`src/hdl/bsr_pkg.sv`:
```
// Shared constants, state codes and slot index helpers for the byte stream reassembler.
`timescale 1ns / 1ps

package bsr_pkg;

    localparam int CAPACITY = 64;
    localparam int IDX_W    = (CAPACITY > 1) ? $clog2(CAPACITY) : 1;
    localparam int CNT_W    = $clog2(CAPACITY + 1);
    localparam int OFF_W    = 32;
    localparam int BYTE_W   = 8;
    localparam int PEND_W   = 7;
    localparam int IN_W     = 40;
    localparam int OUT_W    = 16;

    typedef logic [IDX_W-1:0] idx_t;
    typedef logic [CNT_W-1:0] cnt_t;

    typedef enum logic [4:0] {
        S_IDLE  = 5'b00001,
        S_COUNT = 5'b00010,
        S_READ  = 5'b00100,
        S_OUT   = 5'b01000,
        S_NONE  = 5'b10000
    } state_t;

    // Advance a slot index by one, wrapping at the window size.
    function automatic idx_t idx_inc(input idx_t i);
        idx_t r;
        if (i == idx_t'(CAPACITY - 1))
            r = '0;
        else
            r = i + idx_t'(1);
        return r;
    endfunction

    // Add a window distance below CAPACITY to a slot index, wrapping once.
    function automatic idx_t idx_add(input idx_t a, input idx_t d);
        logic [IDX_W:0] sum;
        sum = {1'b0, a} + {1'b0, d};
        if (sum >= (IDX_W+1)'(CAPACITY))
            sum = sum - (IDX_W+1)'(CAPACITY);
        return sum[IDX_W-1:0];
    endfunction

endpackage

```
`src/hdl/byte_stream_reassembler.sv`:
```
// Byte stream reassembler: out-of-order byte slots in a circular memory, in-order drain.
//
// Input channel (s_*): one stream byte per transfer, tagged with its stream
// offset. s_tuser says whether the transfer carries a byte at all (clear for an
// end-only marker); s_tlast marks the end of the stream right after this item.
// Output channel (m_*): for every input transfer, either the run of in-order
// bytes it completes (one transfer per byte, m_tlast on the final one) or a
// single transfer with m_tuser clear when it completes nothing. Every result
// of an item carries the pending count and the finished flag after that item.
// Timing: the input is taken and the byte is written into its slot in the
// same cycle. An item that completes no run yields its result on the next
// cycle. An item that completes a run first walks the valid marks one slot
// per cycle, then emits each byte through S_READ (registered memory read)
// and S_OUT (byte shown on the output). The walk over the valid marks and
// the single read port of the slot memory set how long a run takes.
// s_tready is high only while no item is in flight; a stall on m_tready holds
// the current result and everything behind it, without losing bytes.
// Reset clears the valid marks, the window head, the counts and the end mark;
// the byte memory itself needs no clearing since only valid slots are read.
`timescale 1ns / 1ps

module byte_stream_reassembler (
    input  logic                       clk,
    input  logic                       rst_n,
    input  logic                       s_tvalid,
    output logic                       s_tready,
    input  logic [bsr_pkg::IN_W-1:0]   s_tdata,   // [31:0] byte_offset, [39:32] byte_value
    input  logic                       s_tuser,   // carries_byte
    input  logic                       s_tlast,   // stream_end
    output logic                       m_tvalid,
    input  logic                       m_tready,
    output logic [bsr_pkg::OUT_W-1:0]  m_tdata,   // [7:0] out_byte, [14:8] pending_count,
                                                  // [15] stream_finished
    output logic                       m_tuser,   // out_valid
    output logic                       m_tlast    // last_of_run
);

    import bsr_pkg::*;

    // Slot memory: one byte per window slot, addressed by circular slot index.
    logic [BYTE_W-1:0] slot_mem [CAPACITY];

    state_t              state_reg, state_next;
    logic [CAPACITY-1:0] valid_reg, valid_next;
    logic [OFF_W-1:0]    head_reg, head_next;       // next stream offset to emit
    idx_t                ptr_reg, ptr_next;         // slot that holds head_reg
    cnt_t                stored_reg, stored_next;
    logic                end_seen_reg, end_seen_next;
    logic [OFF_W-1:0]    end_off_reg, end_off_next;
    cnt_t                run_reg, run_next;         // run length, then bytes left
    idx_t                wptr_reg, wptr_next;       // walk pointer over valid marks
    logic [BYTE_W-1:0]   rd_data_reg;

    // Input fields
    logic [OFF_W-1:0]  in_off;
    logic [BYTE_W-1:0] in_byte;
    logic              in_has;
    logic              in_end;

    // Window test and store decision
    logic [OFF_W:0]    off_ext;
    logic [OFF_W:0]    head_ext;
    logic [OFF_W:0]    end_pos;
    logic [OFF_W-1:0]  head_gap;
    idx_t              store_idx;
    logic              in_window;
    logic              do_store;
    logic              mem_we;
    logic              s_xfer;
    logic              m_xfer;
    logic              finished;

    assign in_off  = s_tdata[OFF_W-1:0];
    assign in_byte = s_tdata[OFF_W +: BYTE_W];
    assign in_has  = s_tuser;
    assign in_end  = s_tlast;

    assign off_ext   = {1'b0, in_off};
    assign head_ext  = {1'b0, head_reg};
    assign end_pos   = off_ext + {{OFF_W{1'b0}}, in_has};
    assign head_gap  = in_off - head_reg;
    assign store_idx = idx_add(ptr_reg, head_gap[IDX_W-1:0]);

    // Drop items beyond the window or wholly behind the head.
    assign in_window = !(off_ext >= head_ext + (OFF_W+1)'(CAPACITY)) && !(end_pos < head_ext);
    assign do_store  = in_window && in_has && (in_off >= head_reg) && !valid_reg[store_idx];

    assign s_tready = (state_reg == S_IDLE);
    assign s_xfer   = s_tvalid && s_tready;
    assign m_tvalid = (state_reg == S_OUT) || (state_reg == S_NONE);
    assign m_xfer   = m_tvalid && m_tready;
    assign mem_we   = s_xfer && do_store;

    // The counts and the head are already final while results are shown.
    assign finished = end_seen_reg && (end_off_reg == head_reg);
    assign m_tuser  = (state_reg == S_OUT);
    assign m_tlast  = (state_reg == S_NONE) || (run_reg == cnt_t'(1));
    assign m_tdata  = {finished, PEND_W'(stored_reg),
                       (state_reg == S_OUT) ? rd_data_reg : {BYTE_W{1'b0}}};

    always_comb
    begin
        state_next    = state_reg;
        valid_next    = valid_reg;
        head_next     = head_reg;
        ptr_next      = ptr_reg;
        stored_next   = stored_reg;
        end_seen_next = end_seen_reg;
        end_off_next  = end_off_reg;
        run_next      = run_reg;
        wptr_next     = wptr_reg;

        case (state_reg)
            S_IDLE:
            begin
                if (s_xfer)
                begin
                    if (in_window && in_end)
                    begin
                        end_seen_next = 1'b1;
                        end_off_next  = end_pos[OFF_W-1:0];
                    end
                    if (do_store)
                    begin
                        valid_next[store_idx] = 1'b1;
                        stored_next           = stored_reg + cnt_t'(1);
                    end
                    // The head slot is always empty between items, so a run
                    // starts only when this byte lands on it.
                    if (do_store && (head_gap == '0))
                    begin
                        run_next   = cnt_t'(1);
                        wptr_next  = idx_inc(ptr_reg);
                        state_next = S_COUNT;
                    end
                    else
                    begin
                        state_next = S_NONE;
                    end
                end
            end
            S_COUNT:
            begin
                if ((run_reg < cnt_t'(CAPACITY)) && valid_reg[wptr_reg])
                begin
                    run_next  = run_reg + cnt_t'(1);
                    wptr_next = idx_inc(wptr_reg);
                end
                else
                begin
                    // Commit the slide of the window before the first result.
                    head_next   = head_reg + OFF_W'(run_reg);
                    stored_next = stored_reg - run_reg;
                    state_next  = S_READ;
                end
            end
            S_READ:
            begin
                state_next = S_OUT;
            end
            S_OUT:
            begin
                if (m_xfer)
                begin
                    valid_next[ptr_reg] = 1'b0;
                    ptr_next            = idx_inc(ptr_reg);
                    run_next            = run_reg - cnt_t'(1);
                    state_next          = (run_reg == cnt_t'(1)) ? S_IDLE : S_READ;
                end
            end
            S_NONE:
            begin
                if (m_xfer)
                    state_next = S_IDLE;
            end
            default:
            begin
                state_next = S_IDLE;
            end
        endcase
    end

    always_ff @(posedge clk or negedge rst_n)
    begin
        if (!rst_n)
        begin
            state_reg    <= S_IDLE;
            valid_reg    <= '0;
            head_reg     <= '0;
            ptr_reg      <= '0;
            stored_reg   <= '0;
            end_seen_reg <= 1'b0;
            end_off_reg  <= '0;
            run_reg      <= '0;
            wptr_reg     <= '0;
        end
        else
        begin
            state_reg    <= state_next;
            valid_reg    <= valid_next;
            head_reg     <= head_next;
            ptr_reg      <= ptr_next;
            stored_reg   <= stored_next;
            end_seen_reg <= end_seen_next;
            end_off_reg  <= end_off_next;
            run_reg      <= run_next;
            wptr_reg     <= wptr_next;
        end
    end

    // Slot memory: write on store, registered read of the head slot.
    always_ff @(posedge clk)
    begin
        if (mem_we)
            slot_mem[store_idx] <= in_byte;
        if (state_reg == S_READ)
            rd_data_reg <= slot_mem[ptr_reg];
    end

endmodule
```
`config.mk`:
```
export PLATFORM = sky130hd
export DESIGN_NAME = byte_stream_reassembler
export DESIGN_NICKNAME = d
export VERILOG_FILES = /design/src/hdl/bsr_pkg.sv /design/src/hdl/byte_stream_reassembler.sv
export SDC_FILE = /design/constraint.sdc
export NUM_CORES = 1
export LEC_CHECK = 0
export BUFFER_PORTS_ARGS = -buffer_cell sky130_fd_sc_hd__buf_2
export CAP_MARGIN = 20
export CORE_MARGIN = 4
export CORE_UTILIZATION = 55
export CTS_CLUSTER_SIZE = 14
export DETAILED_ROUTE_END_ITERATION = 16
export PLACE_DENSITY = 0.83
export SKIP_CTS_REPAIR_TIMING = 1
export SYNTH_ARGS = -nofsm -noshare
export SYNTH_HDL_FRONTEND = slang
export SYNTH_SLANG_ARGS = --single-unit
```
`constraint.sdc`:
```
create_clock -name clk -period 7.2 [get_ports clk]
set_input_delay 2.16 -clock clk [delete_from_list [all_inputs] [get_ports clk]]
set_output_delay 2.16 -clock clk [all_outputs]
set_load 0.005 [all_outputs]
```
* Word-level counts from Yosys, hierarchy flattened
Memory sizes are Yosys's and may differ from the RTL's. A register that Yosys moved wholly into a read port is not among the register bits.
Cells that the tools add are included.
** Storage, ports and cells
- Bits in writable memories :: 512
- Memories :: 1
- Output and inout port bits :: 20
- Logic and storage cells :: 120
- Input port bits :: 46
- Register bits :: 160
** Cells by class
- $add $sub $neg :: 12
- Reduce and logical (&&, ||, !) cells :: 30
- $lt $le $gt $ge :: 10
- Muxes and demuxes :: 38
- Eq/ne operators :: 16
- Bitwise gates (word level) :: 4
** Memories
- slot_mem :: depth 64, width 8, read ports 1, clocked after Yosys merged registers in 1, wr ports 1, line byte_stream_reassembler.sv:41 : logic [BYTE_W-1:0] slot_mem [CAPACITY];
** Operators by type and width (count)
- 64-bit two-way mux :: 3
- 64-bit one-hot mux with 2 select lines :: 1
- 64-bit AND :: 1
- 64-bit NOT :: 1
- 64-bit bitwise OR :: 1
- 7-bit two-way mux :: 7
- 6-bit two-way mux :: 6
- 32-bit by 1-bit adder with 33-bit output :: 1
- 32-bit by 7-bit adder with 33-bit output (second input constant) :: 1
- 32-bit by 33-bit >= comparator with 1-bit output :: 1
- 33-bit by 32-bit < comparator with 1-bit output :: 1
- 32-bit by 7-bit adder with 32-bit output :: 1
- 32-bit equality test :: 1
- 32-bit >= comparator :: 1
- 32-bit zero test :: 1
- 32-bit subtractor :: 1
- 5-bit two-way mux :: 5
- 5-bit one-hot mux with 5 select lines :: 1
- 6-bit by 7-bit < comparator with 1-bit output (second input constant) :: 3
- 7-bit one-hot mux with 3 select lines :: 1
- 4-bit AND reduction :: 4
- 7-bit by 1-bit adder with 7-bit output (second input constant) :: 2
- 7-bit one-hot mux with 2 select lines :: 1
- 1-bit logical AND :: 13
- other kinds (31) :: 51

* Longest topological paths before layout
- Depth after elaboration :: 12
- Mapped depth :: 23

* Least setup slack after synthesis
OpenSTA, ideal clock, no wires.
- Kind :: input-to-reg
- Start point :: input s_tdata[0] in the netlist's numbering
- End point :: memory slot_mem[14][0] (enable)
- Arrival time :: 6.579 ns
- Buffers on the path :: 4
- Stages on the path :: 21
- Slack :: 0.251 ns
- Cells stage by stage :: inv_1 > ha_1 > inv_1 > fa_1 > inv_1 > fa_1 > xnor2_2 > buf_2 > buf_2 > mux2i_1 > o22ai_1 > o21ai_0 > o21ai_0 > a211oi_1 > o221ai_2 > a311oi_2 > nand3_2 > or3_1 > buf_2 > buf_6 > nor2_1
** On the way
- Longest elaborated chain between the ends :: 11
- Elaborated cells on any way between the ends :: 21
** Ends and longest elaborated chain
- start: declaration :: line byte_stream_reassembler.sv:27 : input logic [bsr_pkg::IN_W-1:0] s_tdata,
- 32-bit subtractor :: line byte_stream_reassembler.sv:81 : assign head_gap = in_off - head_reg;
- 6-bit by 6-bit adder with 7-bit output :: line bsr_pkg.sv:39 : sum = {1'b0, a} + {1'b0, d};
- 6-bit by 1-bit subtractor with 6-bit output / 7-bit >= comparator (equally long branches) :: line bsr_pkg.sv:41, bsr_pkg.sv:40
- 6-bit two-way mux :: line bsr_pkg.sv:40 : if (sum >= (IDX_W+1)'(CAPACITY))
- 1-bit binary-select mux with 6-bit select :: line byte_stream_reassembler.sv:86 : assign do_store = in_window && in_has && (in_off >= head_reg) && !valid_reg[store_idx];
- 1-bit two-way mux (not written as such) :: line byte_stream_reassembler.sv:86
- 1-bit zero test :: line byte_stream_reassembler.sv:86
- 1-bit logical AND :: line byte_stream_reassembler.sv:86
- 1-bit logical AND :: line byte_stream_reassembler.sv:92 : assign mem_we = s_xfer && do_store;
- 1-bit two-way mux :: line byte_stream_reassembler.sv:214 : if (mem_we)
- 1-bit two-way mux (not written as such) :: line byte_stream_reassembler.sv:215 : slot_mem[store_idx] <= in_byte;
- end: declaration :: line byte_stream_reassembler.sv:41
Parallel ways exist; a longest one is shown, timed or not. The select of a mux whose other input is x is not followed.

* Worst setup path in the final report
- Start point :: input s_tdata[0] in the netlist's numbering
- End point :: memory slot_mem[1][3] (enable)
The elaborated chain is that of the path after synthesis.

==> impl_metrics.env <==
export IMPL_layout_nets=2831
export IMPL_synthArstFlopShare_pct=23.5
export IMPL_fp_dieH_um=252
export IMPL_p_int_uw=6650
export IMPL_drtPass1Iterations=6
export IMPL_path_max_fanout=21
export IMPL_synth_simple_area_share_pct=9.43
export IMPL_setup_viol_count_final=0
export IMPL_rows=88
export IMPL_max_stage_delay_ns=0.57
export IMPL_largest_reg_flops=512
export IMPL_crit_family="compound AO/OA/AOI/OAI gates"
export IMPL_arrival_ns=7.31
export IMPL_multi_input_area_um2=12100
export IMPL_ios=66
export IMPL_worstPathRequired_ns=7.46
export IMPL_synthCells=2607
export IMPL_syn_avg_cell_area_um2=12.5
export IMPL_placed_area_um2=34000
export IMPL_antenna_found_initial=1
export IMPL_synth_xor_area_share_pct=4.04
export IMPL_critPathMostFrequentCell="inv_1"
export IMPL_diodes=0
export IMPL_die_width_um=252
export IMPL_port_buffers=65
export IMPL_finalSetupTns_ns=0
export IMPL_clk_pin_slew_worst_paths_ns=0.06
export IMPL_worstPathCellList="buf_2 -> inv_1 -> ha_1 -> inv_1 -> fa_1 -> inv_1 -> fa_1 -> xnor2_2 -> buf_4 -> mux2i_1 -> o22ai_1 -> o21ai_0 -> o21ai_0 -> a211oi_1 -> o221ai_2 -> a311oi_2 -> nand3_2 -> or3_1 -> buf_12 -> nor2_1"
export IMPL_synth_nets=2772
export IMPL_synth_area_mux_share_pct=3.32
export IMPL_period_needed_ns=7.05
export IMPL_final_hold_violation_count=0
export IMPL_h_tree_depth=3
export IMPL_initial_utilization_pct=56.0
export IMPL_seq_area_um2=19600
export IMPL_drt_iter0_markers=4097
export IMPL_syn2layout_area_growth_pct=11.2
export IMPL_ant_nets=0
export IMPL_cts_sinks=680
export IMPL_cts_made_buffers=69
export IMPL_met3_usage_pct=7.00
export IMPL_slowest_stage="fa_1"
export IMPL_slew_limit_headroom_pct=30.2
export IMPL_cts_tree="yes"
export IMPL_rsz0062_at_grt="true"
export IMPL_n_fill_cell=4115
export IMPL_worstSetupEndpointType="register"
export IMPL_synth_compound_area_share_pct=15.5
export IMPL_gr_usage_met2_pct=46.0
export IMPL_yosysTopAreaCell="edfxtp_1"
export IMPL_fin_crit_sh_pct=98.0
export IMPL_busiest_layer="met2"
export IMPL_yosys_register_bits=680
export IMPL_drcViolationCount=0
export IMPL_grt_max_degree=73
export IMPL_cts_root_buf="clkbuf_16"
export IMPL_status="complete, no violations"
export IMPL_place_hpwl_mm=61.6
export IMPL_core_region_area_um2=58200
export IMPL_routabilityCongestion=1.01
export IMPL_final_area_um2=36300
export IMPL_critical_path_class="input port to register"
export IMPL_avgRoutedWirePerCell_um=27.4
export IMPL_fin_skew_ns=0.0267
export IMPL_drt_wl_total_mm=95.6
export IMPL_combPwrFrac_pct=9.8
export IMPL_worst_slew_pin_transition_ns=1.04
export IMPL_clk_latency_ns=0.62
export IMPL_synthFlopType="edfxtp_1"
export IMPL_cap_violations=0
export IMPL_synthDistinctLibCells=88
export IMPL_synth_top_family_by_area="compound AO/OA/AOI/OAI gates"
export IMPL_max_freq_mhz=142
export IMPL_critPathBufInv=6
export IMPL_place_ws_ns=-0.340
export IMPL_grt_pass1_wl_mm=146
export IMPL_powerDensity_nw_per_um2=243
export IMPL_track_usage_pct=29.6
export IMPL_synth_edf_count=520
export IMPL_yosys_top_cells_area="edfxtp_1 48%, dfrtp_1 12%, ha_1 4.4%"
export IMPL_postLayoutSetupSlackWorst_ns=0.146
export IMPL_p_leak_uw=0.0125
export IMPL_overflow=0
export IMPL_grt_util_met1_pct=40.3
export IMPL_startpoint_type="input port"
export IMPL_clockBufferDepth=3
export IMPL_synth_yosys_seq_area_share_pct=60.2
export IMPL_syn_area_um2=32600
export IMPL_num_vias=24600
export IMPL_peakVddDrop_uv=220
export IMPL_hold_class="register to register"
export IMPL_viasPerCell=7.05
export IMPL_drive_above_1_share_pct=13.7
export IMPL_slew_violations=0
export IMPL_synth_top_area_share_pct=47.9
export IMPL_die_area_um2=63300
export IMPL_grt_pass1_vias=24200
export IMPL_power_switching_uw=2180
export IMPL_power_frac_clock_pct=39.6
export IMPL_yosys_warnings=0
export IMPL_synthAdderAreaFrac_pct=4.66
export IMPL_netSwitchingFraction_pct=24.7
export IMPL_seq_power_share_pct=50.6
-- layout by cell type, fill, tap and decap left out, types with 9 or more instances in the layout --
cell,count
a211oi_1,10
a21o_1,20
a21oi_1,101
a221oi_1,46
a22o_1,41
a22oi_1,179
a31oi_1,17
and2_1,15
and3_1,17
buf_2,56
buf_4,85
clkbuf_1,14
clkbuf_16,71
clkinv_1,16
clkinv_2,11
dfrtp_1,158
edfxtp_1,520
ha_1,115
inv_1,69
mux2_2,37
mux2i_1,25
mux4_2,18
nand2_1,113
nand2b_1,15
nand3_1,62
nand3b_1,13
nand4_1,96
nor2_1,135
nor2_2,29
nor2b_1,9
nor3_1,28
nor4_1,14
o211ai_1,28
o21a_1,17
o21ai_0,183
o21ai_2,12
o22ai_1,14
or3_1,19
xnor2_1,119
xor2_1,25
-- final timing paths --
path | depth (start not counted) | from | slack (ns) | endpoint
max in group asynchronous | 2 | rst_n | 4.44 | ptr_reg[5]$_DFFE_PN0P_
hold reg to reg | 1 | stored_reg[6]$_DFFE_PN0P_ | 0.49 | stored_reg[6]$_DFFE_PN0P_
setup reg to reg | 19 | head_reg[15]$_DFFE_PN0P_ | 0.79 | slot_mem[1][3]$_DFFE_PP_
setup / recovery | 20 | s_tdata[0] | 0.15 | slot_mem[1][3]$_DFFE_PP_
hold / removal | 1 | stored_reg[6]$_DFFE_PN0P_ | 0.49 | stored_reg[6]$_DFFE_PN0P_
min in group asynchronous | 1 | rst_n | 1.57 | end_off_reg[12]$_DFFE_PN0P_
-- Yosys cell counts, types with 13 or more instances --
cell type / instances
o22ai_1: 14
nand3_1: 62
nor2_1: 166
a21o_1: 20
nor4_1: 14
and2_1: 15
edfxtp_1: 520
mux2_2: 37
dfrtp_1: 159
o21a_1: 17
clkbuf_1: 122
a22oi_1: 179
nand2b_1: 15
mux4_2: 18
buf_1: 16
o211ai_1: 28
nand4_1: 96
nand2_1: 113
or3_1: 19
o21ai_0: 183
a221oi_1: 46
xnor2_1: 119
nor3_1: 33
inv_1: 69
nand3b_1: 13
and3_1: 19
xor2_1: 25
a22o_1: 41
a21oi_1: 101
a31oi_1: 17
ha_1: 115
mux2i_1: 25
-- power groups by stage --
stage                     clock [uW]  combinational [uW]  sequential [uW]
after detailed placement           0                 839             4540
after global routing            3680                 936             4470
after floorplan                    0                 518             4510
final                           3500                 866             4460
after global placement             0                 812             4530
after CTS                       3500                 847             4460
-- layer usage --
layer	part of all wire (%)	wire length [um]	up-vias
li1	-	-	10200
met2	46	43600	2085
met3	13	12300	361
met5	0.014	13	-
met4	4.9	4670	2
met1	37	35000	11900
-- cell type report --
class | count | area share, %
clock buffers | 86 | 5.08
repair buffers | 149 | 2.95
multi-input cells | 1695 | 33.5
well taps | 765 | 2.64
inverters | 71 | 0.735
flip-flops and latches | 680 | 54.1
clock inverters | 39 | 0.963
-- cells by family after synthesis --
group	count (synthesis)
xor+xnor	147
flops	680
fa+ha+maj	119
compound gates	742
mux	81
simple gates	606
buf+inv	232
-- stage by stage --
step	hold slack (ns)	std cells	util (%)	power, uW
5_1_grt	0.513	3485	62.2	9090
3_3_place_gp	0.455	3360	58.4	5340
3_5_place_dp	0.481	3360	58.4	5380
6_report	0.488	3485	62.2	8820
4_1_cts	0.493	3485	62.1	8810
2_1_floorplan	0.434	2607	-	5020
Note: power is estimated with default switching activity, not from simulation.
